**src/design/gac_pkg.sv**
```systemverilog
`default_nettype none
// ----------------------------------------------------------------------------
// gac_pkg: shared types and constants for the gamepad activity classifier
// Item layouts, result kinds, register indexes, controller states and the
// command and status bundles between controller and datapath.
// ----------------------------------------------------------------------------
package gac_pkg;

  localparam int AXIS_BITS        = 16;
  localparam int BUTTON_COUNT_DEF = 32;
  localparam int PULL_BITS        = 15;
  localparam int MUL_W            = 33;

  localparam logic [15:0] PRESS_MAG = 16'd32768;

  localparam logic [14:0] STICK_ENTER_RST   = 15'd8192;
  localparam logic [15:0] STICK_MOVE_RST    = 16'd3932;
  localparam logic [14:0] STICK_COS_RST     = 15'd32051;
  localparam logic [14:0] TRIGGER_ENTER_RST = 15'd4915;
  localparam logic [14:0] TRIGGER_MOVE_RST  = 15'd2621;
  localparam logic [31:0] TOUCH_MASK_RST    = 32'd0;

  typedef struct packed {
    logic [31:0]                  buttons;
    logic signed [AXIS_BITS-1:0]  left_x;
    logic signed [AXIS_BITS-1:0]  left_y;
    logic signed [AXIS_BITS-1:0]  right_x;
    logic signed [AXIS_BITS-1:0]  right_y;
    logic [PULL_BITS-1:0]         left_pull;
    logic [PULL_BITS-1:0]         right_pull;
    logic [63:0]                  sequence_req;
    logic [63:0]                  stamp_us;
  } in_item_t;

  typedef struct packed {
    logic [3:0]  kind;
    logic [4:0]  control;
    logic [15:0] magnitude;
    logic [31:0] down_mask;
    logic [63:0] seq_out;
    logic [63:0] stamp_out;
    logic        last;
  } out_item_t;

  typedef enum logic [3:0] {
    K_PRESS, K_TOUCH, K_RELEASE,
    K_LSTICK_ENTER, K_LSTICK_CHANGE, K_RSTICK_ENTER, K_RSTICK_CHANGE,
    K_LTRIG_ENTER, K_LTRIG_CHANGE, K_RTRIG_ENTER, K_RTRIG_CHANGE,
    K_FRAME_END
  } kind_t;

  typedef enum logic [2:0] {
    CFG_STICK_ENTER, CFG_STICK_MOVE, CFG_STICK_COS,
    CFG_TRIGGER_ENTER, CFG_TRIGGER_MOVE, CFG_TOUCH_MASK
  } cfg_reg_t;

  typedef enum logic [2:0] {
    ST_IDLE, ST_BTN, ST_ENTER2, ST_SMUL, ST_SDEC, ST_TRG, ST_FEND
  } state_t;

  typedef enum logic [3:0] {
    OP_E2, OP_CXX, OP_CYY, OP_PXX, OP_PYY, OP_DOT0, OP_DOT1,
    OP_DD, OP_PC, OP_C2, OP_LO, OP_HI
  } mul_op_t;

  typedef enum logic [1:0] {
    SRC_BTN, SRC_STICK, SRC_TRG, SRC_FRAME
  } emit_src_t;

  typedef struct packed {
    logic      take;
    logic      btn_adv;
    logic      mul_go;
    mul_op_t   mul_op;
    logic      sqrt_go;
    logic      stick_sel;
    logic      trg_sel;
    logic      emit;
    emit_src_t src;
    logic      commit;
  } cmd_t;

  typedef struct packed {
    logic btn_edge;
    logic btn_last;
    logic sqrt_busy;
    logic stick_fire;
    logic trg_fire;
    logic out_free;
  } sts_t;

endpackage
`default_nettype wire

```
**src/design/gac_ctrl.sv**
```systemverilog
`default_nettype none
// ----------------------------------------------------------------------------
// gac_ctrl: sequencer for one report
// Steps through button scan, stick arithmetic, trigger checks and frame end.
// ----------------------------------------------------------------------------
module gac_ctrl import gac_pkg::*; (
  input  wire logic clk,
  input  wire logic rst_n,
  input  wire logic in_valid,
  output logic      in_ready,
  output cmd_t      cmd,
  input  wire sts_t sts
);

  state_t  state_r, state_nxt;
  mul_op_t op_r, op_nxt;
  logic    stick_r, stick_nxt;
  logic    trg_r, trg_nxt;

  always_ff @(posedge clk) begin
    if (!rst_n) begin
      state_r <= ST_IDLE;
      op_r    <= OP_CXX;
      stick_r <= 1'b0;
      trg_r   <= 1'b0;
    end else begin
      state_r <= state_nxt;
      op_r    <= op_nxt;
      stick_r <= stick_nxt;
      trg_r   <= trg_nxt;
    end
  end

  always_comb begin
    state_nxt     = state_r;
    op_nxt        = op_r;
    stick_nxt     = stick_r;
    trg_nxt       = trg_r;
    in_ready      = 1'b0;
    cmd           = '0;
    cmd.mul_op    = op_r;
    cmd.stick_sel = stick_r;
    cmd.trg_sel   = trg_r;
    case (state_r)
      ST_IDLE: begin
        in_ready = 1'b1;
        if (in_valid) begin
          cmd.take  = 1'b1;
          state_nxt = ST_BTN;
        end
      end
      ST_BTN: begin
        // hold on an edge while the output register is full
        if (!sts.btn_edge || sts.out_free) begin
          cmd.emit    = sts.btn_edge;
          cmd.src     = SRC_BTN;
          cmd.btn_adv = 1'b1;
          if (sts.btn_last) begin
            state_nxt = ST_ENTER2;
          end
        end
      end
      ST_ENTER2: begin
        cmd.mul_go = 1'b1;
        cmd.mul_op = OP_E2;
        stick_nxt  = 1'b0;
        op_nxt     = OP_CXX;
        state_nxt  = ST_SMUL;
      end
      ST_SMUL: begin
        cmd.mul_go = 1'b1;
        // current squared length is ready: start the root
        if (op_r == OP_PXX) begin
          cmd.sqrt_go = 1'b1;
        end
        if (op_r == OP_HI) begin
          state_nxt = ST_SDEC;
        end else begin
          op_nxt = mul_op_t'(op_r + 4'd1);
        end
      end
      ST_SDEC: begin
        if (!sts.sqrt_busy && (!sts.stick_fire || sts.out_free)) begin
          cmd.emit = sts.stick_fire;
          cmd.src  = SRC_STICK;
          if (!stick_r) begin
            stick_nxt = 1'b1;
            op_nxt    = OP_CXX;
            state_nxt = ST_SMUL;
          end else begin
            trg_nxt   = 1'b0;
            state_nxt = ST_TRG;
          end
        end
      end
      ST_TRG: begin
        if (!sts.trg_fire || sts.out_free) begin
          cmd.emit = sts.trg_fire;
          cmd.src  = SRC_TRG;
          if (!trg_r) begin
            trg_nxt = 1'b1;
          end else begin
            state_nxt = ST_FEND;
          end
        end
      end
      ST_FEND: begin
        if (sts.out_free) begin
          cmd.emit   = 1'b1;
          cmd.src    = SRC_FRAME;
          cmd.commit = 1'b1;
          state_nxt  = ST_IDLE;
        end
      end
      default: begin
        state_nxt = ST_IDLE;
      end
    endcase
  end

endmodule
`default_nettype wire

```
**config.mk**
```make
export PLATFORM = sky130hd
export DESIGN_NAME = gac_ctrl
export DESIGN_NICKNAME = d
export VERILOG_FILES = /design/src/design/gac_pkg.sv /design/src/design/gac_ctrl.sv
export SDC_FILE = /design/constraint.sdc
export NUM_CORES = 1
export LEC_CHECK = 0
export BUFFER_PORTS_ARGS = -buffer_cell sky130_fd_sc_hd__buf_2
export CAP_MARGIN = 40
export CORE_MARGIN = 3
export CORE_UTILIZATION = 49
export DETAILED_ROUTE_END_ITERATION = 10
export HOLD_SLACK_MARGIN = 0.08
export PLACE_DENSITY_LB_ADDON = 0.05
export SLEW_MARGIN = 0
export SYNTH_ARGS = -nofsm -noshare
export SYNTH_HDL_FRONTEND = slang
export SYNTH_SLANG_ARGS = --single-unit
```
**constraint.sdc**
```tcl
create_clock -name clk -period 4.55 [get_ports clk]
set_input_delay 0.91 -clock clk [delete_from_list [all_inputs] [get_ports clk]]
set_output_delay 0.91 -clock clk [all_outputs]
set_load 0.01 [all_outputs]
```
Word-level counts from Yosys, hierarchy flattened
Index checks and enable logic that the tools add are counted.
{ "word_totals": {"reg_bits": 9, "out_inout_bits": 15, "in_bits": 9, "elab_cells": 76} }
{ "op_classes": {"reduce_logical": 17, "mux": 35, "addsub": 1, "n_eq_ne": 19} }
{ "op_table": {"columns": ["cell", "n"], "rows": [
  ["2-to-1 mux 3 bit", 12],
  ["!= test 2 bit (second input constant)", 11],
  ["one-hot mux 3 bit (7 select lines)", 1],
  ["2-to-1 mux 4 bit", 5],
  ["2-to-1 mux 1 bit", 13],
  ["one-hot mux 3 bit (4 select lines)", 1],
  ["one-hot mux 4 bit (3 select lines)", 1],
  ["equality test 3 bit (second input constant)", 3],
  ["AND reduction 4 bit", 2],
  ["AND reduction 8 bit", 1],
  ["equality test 3 x 2 -> 1 bit (second input constant)", 2],
  ["adder 4 x 1 -> 4 bit (second input constant)", 1],
  ["equality test 4 x 2 -> 1 bit (second input constant)", 1],
  ["equality test 4 bit (second input constant)", 1],
  ["zero test 1 bit", 4],
  ["one-hot mux 1 bit (2 select lines)", 2],
  ["nonzero test 2 bit", 2],
  ["equality test 3 x 1 -> 1 bit (second input constant)", 1],
  ["zero test 3 bit", 1],
  ["logical OR 1 bit", 3],
  ["nonzero test 3 bit", 1],
  ["AND reduction 2 bit", 1],
  ["OR reduction 2 bit", 1],
  ["logical AND 1 bit", 1]
]} }

Longest topological paths before layout
Gate-level depths: netlist of the first run.
{ "logic_depth": {"ltp_word": 5, "mapped_depth": 6, "ltp_nobuf": 6} }

Least setup slack after synthesis of the first run
No wires, ideal clock.
{ "synth_timing": {"kind": "input to output", "from": "in sts[2] (netlist bit)", "to": "out cmd[1] (netlist bit)", "required_time_ns": 3.640, "path_slack_ns": 2.004, "cell_stages": 3, "t_arrival_ns": 1.636, "n_path_buf": 0, "cell_sequence": "nor2b_1 or3_1 a21oi_1"} }
{ "synth_rtl": {"columns": ["item", "line", "text"], "rows": [
  ["start, declared", "gac_ctrl.sv:12", "input wire sts_t sts"],
  ["end, declared", "gac_ctrl.sv:11", "output cmd_t cmd,"]
]} }

==> flow_summary.toml, run 1 <==
[status]
outcome = "finished, final reports clean"

[critical_path]
start_kind = "flop"
crit_arrival_ns = 2.17
rr_worst_depth = 5
crit_path_end_kind = "output pin"
reg2reg_to = "state_r[1]"
path_max_fanout = 14
worstPathRequired_ns = 3.64
worstSetupPathType = "reg -> out"
r2r_start = "state_r[2]"
rrSetupSlack_ns = 2.60

[power_and_ir_drop]
power.switching_mw = 0.1482
pwr-share-clk = 0.181
p_per_area_nw_per_um2 = 401.8
seq_power_share = 0.357
power.total_mw = 0.3413
vdd.ir_drop.worst_mv = 0.2808
pwr-share-comb = 0.462
p_leak_nw = 0.3590
power.share.switching = 0.4342
internal_power_mw = 0.1931

[min_path]
hp-class = "reg -> reg"
min_from = "op_r[3]"
holdPathStages = 1
min_to = "op_r[3]"

[yosys]
syn_area_um2 = 742.0
synth_edf_count = 0
ys_seq_area_frac = 0.2428
synthesis.instances = 97
async_flop_share = 0
synthFlopType = "dfxtp_1"
syn-num-nets = 107
yosys_warnings = 0
synth.avg_cell_area_um2 = 7.649
ys_types = 34
ys_ff_latch = 9

[clocking]
cts_buffer_depth = 2
clk_pin_slew_ns = 0.06
cts_hold_buf = 0
cts_buffers = 3
htree_levels = 1
root_buffer = "clkbuf_4"
post_cts_buffers = 0
cts_tree = "built"
cts_num_sinks = 9
post_cts_resized = 0
clkLatencyLatePin_ns = 0.26

[cells_and_area]
post_route_cells_drive_above_1_share = 0.2586
finish.utilization = 0.6218
multi_input_area_um2 = 489.2
n_antenna_cell = 0
ff_latch_area_um2 = 180.2
nets = 127
fill_cells = 132
area_growth_pct = 14.50

[die]
dieWidth_um = 44.91
dieArea_um2 = 2017
num_rows = 13
coreArea_um2 = 1366
initial_core_util = 0.5430
pin_count = 24
die_h_um = 44.91

[route]
drtIter0Drc = 13
drc = 0
firstDrtPassIters = 4
wl_per_cell_um = 13.38
via_per_inst = 5.626
route.met3.wl_um = 98
vias = 737
wl_met2_um = 812
ant_nets = 0
m1WireLength_um = 831
wl_um = 1753
top_layer = "met4"

[timing]
worst_hold_slack_ns = 0.5106
slew_violations = 0
finalCritPeriodShare = 0.6779
tightest_slew_ns = 0.6137
fin_skew_ns = 0.001781
slew_headroom = 0.5903
rsz0062_at_grt = "no"
setup_viol = 0
period_needed_ns = 3.084
hold_viol = 0
tns_ns = 0
fmax_mhz = 324.2
worst_slack_ns = 1.466

[global_routing]
first_global_vias = 658
globalRouteOverflowTotal = 0
grt_pass1_wl_um = 2932
grt_max_degree = 23
antenna_found_initial = 0
grt.total_usage = 0.1979

[placement]
dp_hpwl_um = 1312
portBuffers = 23
pre_cts_ws_ns = 1.813
place_congestion = 0.7769

[run]
max_cap_violations = 0
## power by group through the flow
stage               Sequential [mW]  Clock, mW  Combinational [mW]
CTS                           0.122     0.0642               0.159
floorplan                    0.0970          0               0.152
detailed placement            0.123          0               0.158
global route                  0.127     0.0703               0.177
global placement              0.123          0               0.156
finish                        0.122     0.0619               0.158
## critical path: stages (launching register included)
cell	delay [ns]
dfxtp_1	0.57
nor2b_1	0.50
nand2_1	0.18
nor4b_1	0.44
buf_2	0.21
## cells in the mapped netlist (all sizes together), types with 3 or more instances
cell type,n,area (um^2)
dfxtp,9,180.2
mux2i,3,30.03
nand2,6,22.52
nor2b,5,31.28
and2,6,37.54
o21ai,8,40.04
nand2b,4,25.02
nand3,5,25.02
inv,5,18.77
a21oi,4,20.02
nor3b,3,22.52
nor2,7,26.28
buf,6,46.29
a21boi,5,37.54
## through the flow
step           cells  area, um^2
5_1_grt          131       849.6
3_5_place_dp     127       822.0
3_3_place_gp     127       822.0
4_1_cts          131       849.6
6_report         131       849.6
2_1_floorplan     97       742.0
## final cells by class
type                       instances  area share
multi-input combinational         75      0.5758
sequential                         9      0.2121
timing repair buffer              23      0.1355
clock buffer                       3     0.02651
inverter                           5     0.02209
tap                               15     0.02209
clock inverter                     1    0.005891
## flip-flops by register name, indices dropped and copies added (netlist names)
name and count:
op_r 4, stick_r 1, trg_r 1, state_r 3
## cell families after synthesis
kind of cell    count (synthesis)  share of synthesized area
simple gates                   45                     0.3390
compound gates                 26                     0.2631
buf+inv                        13                    0.09781
flops                           9                     0.2428
mux                             3                    0.04047
fa+ha+maj                       1                    0.01686
## cells in the final DEF (no fill, tap or decap), drive strengths merged, types with 2 or more instances in the layout
master / n
buf: 23
dfxtp: 9
o21ai: 8
nor2: 7
nand2: 6
and2: 6
nor2b: 5
inv: 5
nand3: 5
a21boi: 5
nand2b: 4
a21oi: 4
mux2i: 3
nor3b: 3
clkbuf: 3
nor3: 2
or3: 2
nand3b: 2
## how the worst max path moves through the flow
stage	startpoint	endpoint	slack (ns)
4_1_cts	state_r[1]	cmd[6]	1.52
6_report	state_r[1]	cmd[6]	1.47
5_1_grt	state_r[1]	cmd[6]	1.29
2_1_floorplan	sts[2]	cmd[1]	2.00
3_3_place_gp	sts[2]	cmd[1]	1.83
3_5_place_dp	state_r[1]	cmd[6]	1.81
## per-layer routing
metal  vias to the layer above  GRT usage
li1                        380          -
met1                       338     0.2646
met2                        17     0.3009
met3                         2    0.07171
met4                         0    0.05263
met5                         -          0
No activity file was read; power rests on OpenSTA's default activity.
==> inputs of run 2 (changes only) <==
--- a/config.mk
+++ b/config.mk
@@ -8,7 +8,7 @@
 export BUFFER_PORTS_ARGS = -buffer_cell sky130_fd_sc_hd__buf_2
 export CAP_MARGIN = 40
 export CORE_MARGIN = 3
-export CORE_UTILIZATION = 49
+export CORE_UTILIZATION = 44
 export DETAILED_ROUTE_END_ITERATION = 10
 export HOLD_SLACK_MARGIN = 0.08
 export PLACE_DENSITY_LB_ADDON = 0.05
==> constraint.sdc (replaced) <==
create_clock -name clk -period 2.7 [get_ports clk]
set_input_delay 0.54 -clock clk [delete_from_list [all_inputs] [get_ports clk]]
set_output_delay 0.54 -clock clk [all_outputs]
set_load 0.01 [all_outputs]
==> run 2 against run 1 <==
Effect of this change: cell count rose by 1.5%; clock skew rose by 0.00096 ns; routed wire length rose by 2.2%; critical endpoint unchanged; worst setup slack got worse by 1.3 ns; die area is 9.8% higher; via count is 2.8% higher; largest cell class unchanged; critical path depth unchanged; sequential share of layout area decreased by 0.28 points; register-to-register slack got worse by 1.9 ns.
==> flow_summary.toml, run 2 (synthesis gave the netlist of run 1 again) <==
[critical_path]
crit_arrival_ns = 1.95
critical-path-slowest-cell = "dfxtp_1"
worstPathRequired_ns = 2.16
crit_chain = "nor2b_2, nand2_1, nor4b_1, buf_2"
max_stage_delay_ns = 0.56
crit_buf_inv = 1
crit_path_end_kind = "output pin"
start_kind = "flop"
path_max_fanout = 14
critical_path.startpoint = "state_r[1]"
crit_family = "simple AND/OR/NAND/NOR gates"
worstSetupPathType = "reg -> out"
r2r_start = "state_r[0]"

[die]
initial_core_util = 0.4813
dieWidth_um = 47.07
die_h_um = 47.07
dieArea_um2 = 2215
num_rows = 14
pin_count = 24
coreArea_um2 = 1541

[power_and_ir_drop]
power.total_mw = 0.5776
p_per_area_nw_per_um2 = 671.0
vdd.ir_drop.worst_mv = 0.3716
p_leak_nw = 0.3646

[timing]
setup_viol = 0
fmax_mhz = 401.2
worst_slack_ns = 0.2076
period_needed_ns = 2.492
tightest_slew_ns = 0.6304
hold_viol = 0
tns_ns = 0
finalCritPeriodShare = 0.9231
rsz0062_at_grt = "no"
slew_violations = 0
slew_headroom = 0.5792
worst_hold_slack_ns = 0.5227
fin_skew_ns = 0.002741

[status]
outcome = "finished, final reports clean"

[global_routing]
first_global_vias = 623
grt_pass1_wl_um = 2697
globalRouteOverflowTotal = 0
antenna_found_initial = 0
grt_max_degree = 23
grt.total_usage = 0.1702

[clocking]
cts_num_sinks = 9
cts_tree = "built"
post_cts_buffers = 0
cts_buffer_depth = 2
clkLatencyLatePin_ns = 0.26
cts_buffers = 3
clk_pin_slew_ns = 0.06
htree_levels = 1
root_buffer = "clkbuf_4"

[route]
wl_um = 1791
vias = 758
wl_per_cell_um = 13.47
drtIter0Drc = 44
firstDrtPassIters = 4
drc = 0
ant_nets = 0
via_per_inst = 5.699

[cells_and_area]
post_route_cells_drive_above_1_share = 0.2735
largest_register_ffs = 4
area_growth_pct = 16.02
top_register = "op_r"
fill_cells = 155
multi_input_area_um2 = 491.7
final_common_cell = "buf_2"
final_cell_mix = "buf_2, dfxtp_1, o21ai_0"
top_regs = "op_r x4, state_r x3"
nets = 128
design_area_um2 = 860.8
n_antenna_cell = 0
ff_latch_area_um2 = 180.2

[placement]
pre_cts_ws_ns = 0.3935
portBuffers = 23
dp_hpwl_um = 1299
placed_cell_area_um2 = 830.8
place_congestion = 0.7568

[run]
max_cap_violations = 0

[min_path]
hp-class = "reg -> reg"
min_from = "trg_r"
## run 2: cell types whose count changed in the layout (fill, tap and decap cells not counted)
cell     before  now
buf_4         0    1
nor2b_1       5    4
nor2b_2       0    1
## run 2: final timing paths
check	endpoint	cells after the start	slack, ns
min	trg_r	2	0.52
max	cmd[6]	4	0.21
min reg2reg	trg_r	2	0.52
max reg2reg	state_r[1]	5	0.73
## run 2: cell type report
cell class | instances | area share
clock inverters | 1 | 0.005814
repair buffers | 24 | 0.1424
inverters | 5 | 0.02180
well taps | 16 | 0.02326
multi-input cells | 75 | 0.5712
flip-flops and latches | 9 | 0.2093
clock buffers | 3 | 0.02616
## run 2: routing by layer
layer  wire (um)  up-vias  GRT usage  share of wire
met4           8        0    0.01657         0.0045
met3         121        2    0.05747          0.068
met5           0        -          0              0
met2         826       26     0.2547           0.46
met1         834      348     0.2454           0.47
li1            -      382          -              -
## run 2: what timing repair did
action                     CTS  global route
hold buffers                 0             0
setup endpoints to repair    0             1
gates resized for setup      0             1
## run 2: tightest hold or removal path: cells and delay by family (launching register included)
kind,cells,cell delay [ns]
AO/OA/AOI/OAI,2,0.14
flip-flops,1,0.33
## run 2: report_power, final
| group | total [mW] | switching, mW | internal (mW) |
|---|---|---|---|
| Clock | 0.104 | 0.0494 | 0.0547 |
| Combinational | 0.272 | 0.147 | 0.125 |
| Sequential | 0.202 | 0.0527 | 0.149 |
## run 2: per-stage QoR
step	util	std cells
floorplan	-	97
global placement	0.5390	129
detailed placement	0.5390	129
CTS	0.5568	133
global route	0.5584	133
finish	0.5584	133
